===== config.mk =====
export PLATFORM = sky130hd
export DESIGN_NAME = torus3d_relative_offset
export DESIGN_NICKNAME = d
export VERILOG_FILES = /design/src/hw/rtl/tro_pkg.sv /design/src/hw/rtl/torus3d_relative_offset.sv /design/src/hw/rtl/tro_div.sv /design/src/hw/rtl/tro_delay.sv /design/src/hw/rtl/tro_offset.sv
export SDC_FILE = /design/constraint.sdc
export NUM_CORES = 2
export LEC_CHECK = 0
export ABC_AREA = 1
export BUFFER_PORTS_ARGS = -buffer_cell sky130_fd_sc_hd__clkbuf_2
export CORE_MARGIN = 2
export CORE_UTILIZATION = 45
export CTS_CLUSTER_DIAMETER = 100
export DETAILED_ROUTE_END_ITERATION = 12
export SYNTH_ARGS = -nofsm -noshare
export SYNTH_HDL_FRONTEND = slang
export SYNTH_SLANG_ARGS = --single-unit

===== constraint.sdc =====
create_clock -name i_clk -period 41.9 [get_ports i_clk]
set_input_delay 4.19 -clock i_clk [delete_from_list [all_inputs] [get_ports i_clk]]
set_output_delay 4.19 -clock i_clk [all_outputs]
set_load 0.005 [all_outputs]

===== src/hw/rtl/tro_pkg.sv =====
// Shared types and constants of the torus relative offset block.
package tro_pkg;

    localparam int NODE_W        = 21;
    localparam int SIZE_W        = 7;
    localparam int OFS_W         = 8;
    localparam int MAX_DIM       = 127;
    localparam int DIRECTION_BIT = 7;
    localparam int DIV_BPS       = 3;
    localparam int LANES         = 2;
    localparam int LANE_DST      = 0;
    localparam int LANE_SRC      = 1;

    localparam int CFG_IDX_W = 2;
    localparam logic [CFG_IDX_W-1:0] CFG_X_SIZE = 2'd0;
    localparam logic [CFG_IDX_W-1:0] CFG_Y_SIZE = 2'd1;
    localparam logic [CFG_IDX_W-1:0] CFG_Z_SIZE = 2'd2;

    localparam logic [SIZE_W-1:0] SIZE_RESET = 7'd4;

    typedef struct packed {
        logic [NODE_W-1:0] source_node;
        logic [NODE_W-1:0] destination_node;
    } t_tro_in;

    typedef struct packed {
        logic [OFS_W-1:0] rel_x;
        logic [OFS_W-1:0] rel_y;
        logic [OFS_W-1:0] rel_z;
        logic             id_error;
    } t_tro_out;

endpackage


===== src/hw/rtl/torus3d_relative_offset.sv =====
// Top level of the 3D torus relative offset block.
//
// The block takes a source and a destination node number of a 3D torus and
// returns, per dimension, the hop count along the shorter way around with
// bit 7 set when that way is negative (west, north, down); a tie at half
// the size stays positive. Node numbers run x fastest, then y, then z. A
// node number at or beyond x_size * y_size * z_size sets id_error and
// clears the three offsets. Sizes of zero act as one. The block accepts one
// transaction every cycle while its output is not held, and returns results
// in order. The node number is divided by x_size in one pipelined restoring
// divider with three quotient bits per stage by default, the quotient by
// y_size in a second one, and a last register stage forms the offsets and
// the range check. The range check needs no multiplier: a node lies outside
// the grid exactly when the second quotient reaches z_size. The whole
// pipeline advances together; it halts only while a finished result sits
// in the output register and the consumer stalls. Size registers may only be
// written while no transaction is in flight.
module torus3d_relative_offset #(
    parameter int DIV_BPS = tro_pkg::DIV_BPS
) (
    input  logic                                i_clk,
    input  logic                                i_rst_n,
    input  logic                                i_in_valid,
    output logic                                o_in_stall,
    input  tro_pkg::t_tro_in                    i_in_data,
    output logic                                o_out_valid,
    input  logic                                i_out_stall,
    output tro_pkg::t_tro_out                   o_out_data,
    input  logic                                i_cfg_we,
    input  logic [tro_pkg::CFG_IDX_W-1:0]       i_cfg_idx,
    input  logic [tro_pkg::SIZE_W-1:0]          i_cfg_wdata
);
    import tro_pkg::*;

    localparam int DIV_STAGES = (NODE_W + DIV_BPS - 1) / DIV_BPS;

    // Size registers.
    logic [SIZE_W-1:0] r_x_size;
    logic [SIZE_W-1:0] r_y_size;
    logic [SIZE_W-1:0] r_z_size;

    always_ff @(posedge i_clk) begin
        if (!i_rst_n) begin
            r_x_size <= SIZE_RESET;
            r_y_size <= SIZE_RESET;
            r_z_size <= SIZE_RESET;
        end else if (i_cfg_we) begin
            case (i_cfg_idx)
                CFG_X_SIZE: r_x_size <= i_cfg_wdata;
                CFG_Y_SIZE: r_y_size <= i_cfg_wdata;
                CFG_Z_SIZE: r_z_size <= i_cfg_wdata;
                default:    ;
            endcase
        end
    end

    // Effective sizes: zero acts as one, and sizes saturate at the maximum.
    function automatic logic [SIZE_W-1:0] eff_size(input logic [SIZE_W-1:0] v);
        if (v == '0) begin
            return SIZE_W'(1);
        end else if (v > SIZE_W'(MAX_DIM)) begin
            return SIZE_W'(MAX_DIM);
        end
        return v;
    endfunction

    logic [SIZE_W-1:0] sx;
    logic [SIZE_W-1:0] sy;
    logic [SIZE_W-1:0] sz;

    assign sx = eff_size(r_x_size);
    assign sy = eff_size(r_y_size);
    assign sz = eff_size(r_z_size);

    // One enable for the whole pipeline: it moves unless the output
    // register holds a result that the consumer is stalling.
    logic       r_out_valid;
    t_tro_out   r_out;
    logic       pipe_en;

    assign pipe_en    = !r_out_valid || !i_out_stall;
    assign o_in_stall = !pipe_en;

    // First division: node number by x size gives x and the plane index.
    logic [LANES-1:0][NODE_W-1:0] div1_num;
    logic                         div1_valid;
    logic [LANES-1:0][NODE_W-1:0] div1_quo;
    logic [LANES-1:0][SIZE_W-1:0] div1_rem;

    assign div1_num[LANE_SRC] = i_in_data.source_node;
    assign div1_num[LANE_DST] = i_in_data.destination_node;

    tro_div #(
        .NUM_W (NODE_W),
        .DEN_W (SIZE_W),
        .BPS   (DIV_BPS),
        .LANES (LANES)
    ) u_div_x (
        .i_clk   (i_clk),
        .i_rst_n (i_rst_n),
        .i_en    (pipe_en),
        .i_valid (i_in_valid),
        .i_num   (div1_num),
        .i_den   (sx),
        .o_valid (div1_valid),
        .o_quo   (div1_quo),
        .o_rem   (div1_rem)
    );

    // Second division: plane index by y size gives y and z.
    logic                         div2_valid;
    logic [LANES-1:0][NODE_W-1:0] div2_quo;
    logic [LANES-1:0][SIZE_W-1:0] div2_rem;

    tro_div #(
        .NUM_W (NODE_W),
        .DEN_W (SIZE_W),
        .BPS   (DIV_BPS),
        .LANES (LANES)
    ) u_div_y (
        .i_clk   (i_clk),
        .i_rst_n (i_rst_n),
        .i_en    (pipe_en),
        .i_valid (div1_valid),
        .i_num   (div1_quo),
        .i_den   (sy),
        .o_valid (div2_valid),
        .o_quo   (div2_quo),
        .o_rem   (div2_rem)
    );

    // The x coordinates wait alongside the second division.
    logic [LANES-1:0][SIZE_W-1:0] x_coord;

    tro_delay #(
        .W     (LANES * SIZE_W),
        .DEPTH (DIV_STAGES)
    ) u_x_delay (
        .i_clk  (i_clk),
        .i_en   (pipe_en),
        .i_data (div1_rem),
        .o_data (x_coord)
    );

    // Final stage: range check and the three dimension offsets.
    logic [OFS_W-1:0] ofs_x;
    logic [OFS_W-1:0] ofs_y;
    logic [OFS_W-1:0] ofs_z;
    logic             id_err;
    t_tro_out         n_out;

    tro_offset u_ofs_x (
        .i_src  (x_coord[LANE_SRC]),
        .i_dst  (x_coord[LANE_DST]),
        .i_size (sx),
        .o_ofs  (ofs_x)
    );

    tro_offset u_ofs_y (
        .i_src  (div2_rem[LANE_SRC]),
        .i_dst  (div2_rem[LANE_DST]),
        .i_size (sy),
        .o_ofs  (ofs_y)
    );

    tro_offset u_ofs_z (
        .i_src  (div2_quo[LANE_SRC][SIZE_W-1:0]),
        .i_dst  (div2_quo[LANE_DST][SIZE_W-1:0]),
        .i_size (sz),
        .o_ofs  (ofs_z)
    );

    // A node is outside the grid exactly when its z quotient reaches z size.
    assign id_err = (div2_quo[LANE_SRC] >= NODE_W'(sz))
                 || (div2_quo[LANE_DST] >= NODE_W'(sz));

    always_comb begin
        n_out = '0;
        n_out.id_error = id_err;
        if (!id_err) begin
            n_out.rel_x = ofs_x;
            n_out.rel_y = ofs_y;
            n_out.rel_z = ofs_z;
        end
    end

    always_ff @(posedge i_clk) begin
        if (!i_rst_n) begin
            r_out_valid <= 1'b0;
        end else if (pipe_en) begin
            r_out_valid <= div2_valid;
        end
    end

    always_ff @(posedge i_clk) begin
        if (pipe_en && div2_valid) begin
            r_out <= n_out;
        end
    end

    assign o_out_valid = r_out_valid;
    assign o_out_data  = r_out;

`ifndef SYNTHESIS
    // The input side only stalls behind a held result.
    a_stall_cause: assert property (@(posedge i_clk) disable iff (!i_rst_n)
        o_in_stall |-> (o_out_valid && i_out_stall))
        else $error("input stalled without a held result");

    // An out-of-grid result carries no offsets.
    a_err_zero: assert property (@(posedge i_clk) disable iff (!i_rst_n)
        (o_out_valid && o_out_data.id_error) |->
            (o_out_data.rel_x == '0 && o_out_data.rel_y == '0
             && o_out_data.rel_z == '0))
        else $error("offsets not cleared on id error");

    // The shorter way never exceeds half of the dimension size.
    a_half_x: assert property (@(posedge i_clk) disable iff (!i_rst_n)
        (o_out_valid && !o_out_data.id_error) |->
            (o_out_data.rel_x[SIZE_W-1:0] <= (sx >> 1)
             && o_out_data.rel_y[SIZE_W-1:0] <= (sy >> 1)
             && o_out_data.rel_z[SIZE_W-1:0] <= (sz >> 1)))
        else $error("hop count above half the size");

    // In x, a negative direction always comes with a nonzero hop count.
    a_dir_hops: assert property (@(posedge i_clk) disable iff (!i_rst_n)
        (o_out_valid && o_out_data.rel_x[DIRECTION_BIT]) |->
            (o_out_data.rel_x[SIZE_W-1:0] != '0))
        else $error("direction bit set with zero hops");
`endif

endmodule


===== src/hw/rtl/tro_div.sv =====
// Pipelined restoring divider with several lanes sharing one divisor.
module tro_div #(
    parameter int NUM_W = tro_pkg::NODE_W,
    parameter int DEN_W = tro_pkg::SIZE_W,
    parameter int BPS   = tro_pkg::DIV_BPS,
    parameter int LANES = tro_pkg::LANES
) (
    input  logic                        i_clk,
    input  logic                        i_rst_n,
    input  logic                        i_en,
    input  logic                        i_valid,
    input  logic [LANES-1:0][NUM_W-1:0] i_num,
    input  logic [DEN_W-1:0]            i_den,
    output logic                        o_valid,
    output logic [LANES-1:0][NUM_W-1:0] o_quo,
    output logic [LANES-1:0][DEN_W-1:0] o_rem
);
    import tro_pkg::*;

    localparam int STAGES = (NUM_W + BPS - 1) / BPS;

    logic [STAGES-1:0]           r_valid;
    logic [LANES-1:0][NUM_W-1:0] r_num [STAGES];
    logic [LANES-1:0][DEN_W-1:0] r_rem [STAGES];

    for (genvar g = 0; g < STAGES; g++) begin : g_stage
        logic                        valid_in;
        logic [LANES-1:0][NUM_W-1:0] num_in;
        logic [LANES-1:0][DEN_W-1:0] rem_in;
        logic [LANES-1:0][NUM_W-1:0] n_num;
        logic [LANES-1:0][DEN_W-1:0] n_rem;

        if (g == 0) begin : g_first
            assign valid_in = i_valid;
            assign num_in   = i_num;
            assign rem_in   = '0;
        end else begin : g_next
            assign valid_in = r_valid[g-1];
            assign num_in   = r_num[g-1];
            assign rem_in   = r_rem[g-1];
        end

        // Each step shifts one dividend bit into the partial remainder and
        // shifts the resulting quotient bit into the vacated low end.
        always_comb begin : p_step
            logic [DEN_W:0]   t;
            logic [NUM_W-1:0] n;
            logic [DEN_W-1:0] r;
            n_num = num_in;
            n_rem = rem_in;
            for (int l = 0; l < LANES; l++) begin
                n = num_in[l];
                r = rem_in[l];
                t = '0;
                for (int k = 0; k < BPS; k++) begin
                    if (g * BPS + k < NUM_W) begin
                        t = {r, n[NUM_W-1]};
                        if (t >= {1'b0, i_den}) begin
                            t = t - {1'b0, i_den};
                            n = {n[NUM_W-2:0], 1'b1};
                        end else begin
                            n = {n[NUM_W-2:0], 1'b0};
                        end
                        r = t[DEN_W-1:0];
                    end
                end
                n_num[l] = n;
                n_rem[l] = r;
            end
        end

        always_ff @(posedge i_clk) begin
            if (!i_rst_n) begin
                r_valid[g] <= 1'b0;
            end else if (i_en) begin
                r_valid[g] <= valid_in;
            end
        end

        always_ff @(posedge i_clk) begin
            if (i_en) begin
                r_num[g] <= n_num;
                r_rem[g] <= n_rem;
            end
        end
    end

    assign o_valid = r_valid[STAGES-1];
    assign o_quo   = r_num[STAGES-1];
    assign o_rem   = r_rem[STAGES-1];

endmodule


===== src/hw/rtl/tro_delay.sv =====
// Enabled delay line that keeps side data aligned with the divider stages.
module tro_delay #(
    parameter int W     = 2 * tro_pkg::SIZE_W,
    parameter int DEPTH = 1
) (
    input  logic         i_clk,
    input  logic         i_en,
    input  logic [W-1:0] i_data,
    output logic [W-1:0] o_data
);
    import tro_pkg::*;

    logic [W-1:0] r_tap [DEPTH];

    always_ff @(posedge i_clk) begin
        if (i_en) begin
            r_tap[0] <= i_data;
            for (int k = 1; k < DEPTH; k++) begin
                r_tap[k] <= r_tap[k-1];
            end
        end
    end

    assign o_data = r_tap[DEPTH-1];

endmodule


===== src/hw/rtl/tro_offset.sv =====
// Shortest wrapped offset along one torus dimension.
module tro_offset (
    input  logic [tro_pkg::SIZE_W-1:0] i_src,
    input  logic [tro_pkg::SIZE_W-1:0] i_dst,
    input  logic [tro_pkg::SIZE_W-1:0] i_size,
    output logic [tro_pkg::OFS_W-1:0]  o_ofs
);
    import tro_pkg::*;

    logic [SIZE_W-1:0] fwd;

    // Both coordinates are below the size, so one conditional add wraps.
    always_comb begin
        if (i_dst >= i_src) begin
            fwd = i_dst - i_src;
        end else begin
            fwd = i_dst + i_size - i_src;
        end
        o_ofs = '0;
        if (fwd > (i_size >> 1)) begin
            o_ofs[SIZE_W-1:0]    = i_size - fwd;
            o_ofs[DIRECTION_BIT] = 1'b1;
        end else begin
            o_ofs[SIZE_W-1:0] = fwd;
        end
    end

endmodule


==> results.json <==
{
  "cpMostUsedCell": "sky130_fd_sc_hd__clkbuf_2",
  "required_ps": 37710,
  "postCtsResizedCells": 0,
  "global_route_total_usage_across_every_layer": 0.1956,
  "final_cell_mix": "sky130_fd_sc_hd__nand2_1, sky130_fd_sc_hd__edfxtp_1, sky130_fd_sc_hd__inv_1",
  "cap_viol_max_count": 0,
  "worst_slew_pin_slew_ps": 1016,
  "totalWireLength_mm": 138.1,
  "unique_cell_type_count_in_the_yosys_netlist": 61,
  "cts-buffers-inserted": 104,
  "synth-seq-area-share": 0.4464,
  "cts_tree": "done",
  "synth_enable_flop_cells": 907,
  "initial_utilization": 0.4544,
  "final_worst_path_period_need_ps": 9874,
  "placementRows": 136,
  "fmax_mhz": 101.3,
  "grt_pass1_vias": 44810,
  "post_synth.cell_area_avg_um2": 8.958,
  "async_flop_share": 0,
  "port-buffer-count": 82,
  "layout-drive-gt1-share": 0.07720,
  "fin_setup_tns_ps": 0,
  "finalCritPeriodShare": 0.2357,
  "routed_via_density": 5.166,
  "cts_hold_buffers": 0,
  "worst_setup_hold_path_clk_slew_ps": 60,
  "gp_congestion": 0.8808,
  "grt.overflow.total": 0,
  "timing.critical_path.buf_inv": 3,
  "timing.hold.worst.class": "flip-flop to flip-flop",
  "numClockSinks": 943,
  "setup.worst_path.class": "input port to output pin",
  "status": "complete, no violations",
  "post_drt_wl_per_cell_um": 15.31,
  "postSynthCellCount": 6991,
  "diodes": 0,
  "pin_count": 83,
  "critPathArrivalTime_ps": 5680,
  "layout.nets": 7907,
  "synthesis.yosys.warnings": 0,
  "grt_max_degree": 83,
  "finalHoldViolations": 0,
  "synth_seq_cells": 943,
  "vias": 46610,
  "synth_top_flop_cell": "sky130_fd_sc_hd__edfxtp_1",
  "drt_pass1_iterations": 5,
  "setup_clock_skew_after_layout_ps": 26.77,
  "global_route_wire_length_before_repair_mm": 226.7,
  "critical_path.slowest_cell": "sky130_fd_sc_hd__clkinv_1",
  "cpPeakStageDelay_ps": 620,
  "standard_cell_core_area_um2": 137800,
  "iteration_0_drc_count_of_the_detailed_router": 2968,
  "area_growth_pct": 9.859,
  "post-route-drc-count": 0,
  "die_width_um": 377.1,
  "crit_path_start_kind": "input port",
  "timing.critical_path.max_delay_family": "buffers and inverters",
  "hpwl_reported_at_the_end_of_detailed_placement_mm": 99.76,
  "endpoint_kind": "output pin",
  "cts.root.buffer_cell": "sky130_fd_sc_hd__clkbuf_16",
  "clock_latency_ps": 720,
  "timing.max_slew.rel_slack": 0.3224,
  "synth_area_um2": 62630,
  "maximum_fanout_count_along_the_critical_path": 57,
  "die_area_um2": 142200,
  "post_cts.repair.setup_buffers": 0,
  "synth.net_count": 7761,
  "grt_antenna_before_repair": 1,
  "cts_max_level": 3,
  "rsz0062_at_grt": "no",
  "nFillCells": 12800,
  "most_common_library_cell_in_the_layout_ignoring_fill_and_taps": "sky130_fd_sc_hd__nand2_1",
  "setup_viol": 0,
  "path_cells": "clkbuf_2 -> nand2_4 -> clkinv_1 -> clkbuf_2",
  "drtAntennaViolNets": 0,
  "maximum_buffer_depth_of_the_clock_tree": 3,
  "finalMaxSlewViolations": 0,
  "die_height_um": 377.1
}
==> cells by family after synthesis <==
logic type	Yosys count	share of synthesized area
AND/OR/NAND/NOR	2954	0.2049
adder cells (fa/ha/maj)	714	0.1489
XOR/XNOR	313	0.04377
flip-flops	943	0.4464
AO/OA/AOI/OAI	1048	0.09304
buffers and inverters	1017	0.06263
multiplexers	2	0.0003596
==> Yosys cell counts (41+ instances only) <==
cell type,instances,share of area
sky130_fd_sc_hd__nand4_1,85,0.0085
sky130_fd_sc_hd__nor3_1,96,0.0077
sky130_fd_sc_hd__a31oi_1,48,0.0048
sky130_fd_sc_hd__nand2_2,92,0.0092
sky130_fd_sc_hd__nor2_1,498,0.030
sky130_fd_sc_hd__inv_1,874,0.052
sky130_fd_sc_hd__a21oi_1,438,0.035
sky130_fd_sc_hd__inv_2,57,0.0034
sky130_fd_sc_hd__clkbuf_1,41,0.0025
sky130_fd_sc_hd__o21bai_1,42,0.0050
sky130_fd_sc_hd__a21o_1,48,0.0058
sky130_fd_sc_hd__xor2_1,262,0.037
sky130_fd_sc_hd__o21ai_0,323,0.026
sky130_fd_sc_hd__nand3_1,439,0.035
sky130_fd_sc_hd__edfxtp_1,907,0.43
sky130_fd_sc_hd__nand3b_1,51,0.0061
sky130_fd_sc_hd__nand2_1,1580,0.095
sky130_fd_sc_hd__xnor2_1,51,0.0071
sky130_fd_sc_hd__fa_1,52,0.017
sky130_fd_sc_hd__o21ai_1,50,0.0040
sky130_fd_sc_hd__ha_1,662,0.13
==> flip-flops by register name, indices dropped and copies added (netlist names), 6 cells and up <==
signal                    cells
r_x_size                      7
u_div_y.r_rem                98
u_div_x.r_rem                98
u_div_x.r_num               294
u_div_x.g_stage.valid_in      6
r_z_size                      7
o_out_data                   25
u_x_delay.r_tap              98
u_div_y.g_stage.valid_in      6
r_y_size                      7
u_div_y.r_num               294
==> final cells by class <==
class,count,area [µm²],area share
Clock inverter,69,863.3,0.01255
Inverter,940,3545,0.05152
Tap cell,1794,2245,0.03262
Timing Repair Buffer,117,673.1,0.009784
Clock buffer,128,2754,0.04003
Multi-Input combinational cell,5031,30760,0.4471
Sequential cell,943,27960,0.4064
==> through the flow <==
step	area (µm²)	setup WS [ps]	cells	utilization	hold slack, ps
CTS	68800	31990	9022	0.4992	399.4
detailed placement	65190	31990	8825	0.4729	404.5
finish	68800	32030	9022	0.4992	406.1
global route	68800	31820	9022	0.4992	402.2
floorplan	62630	11320	6991	-	400.3
global placement	65190	32040	8825	0.4729	400.6
==> metal layers <==
metal  global-route usage  part of all wire
met1               0.2690              0.48
met2               0.3244              0.46
met3              0.02712             0.035
met4              0.04958             0.024
met5                    0                 0
==> worst paths after layout <==
kind | from | endpoint | slack, ps | cells after the start
setup / recovery | i_out_stall | o_in_stall | 32030 | 4
hold / removal | u_div_y.r_num[1][25] | u_div_y.r_num[2][28] | 410 | 0
setup reg to reg | r_x_size[1] | u_div_x.r_rem[1][12] | 33810 | 33
hold reg to reg | u_div_y.r_num[1][25] | u_div_y.r_num[2][28] | 410 | 0
Power is left out: the tool's default activity adds up to more than one toggle a clock period on the data nets, which glitch-free logic cannot reach.
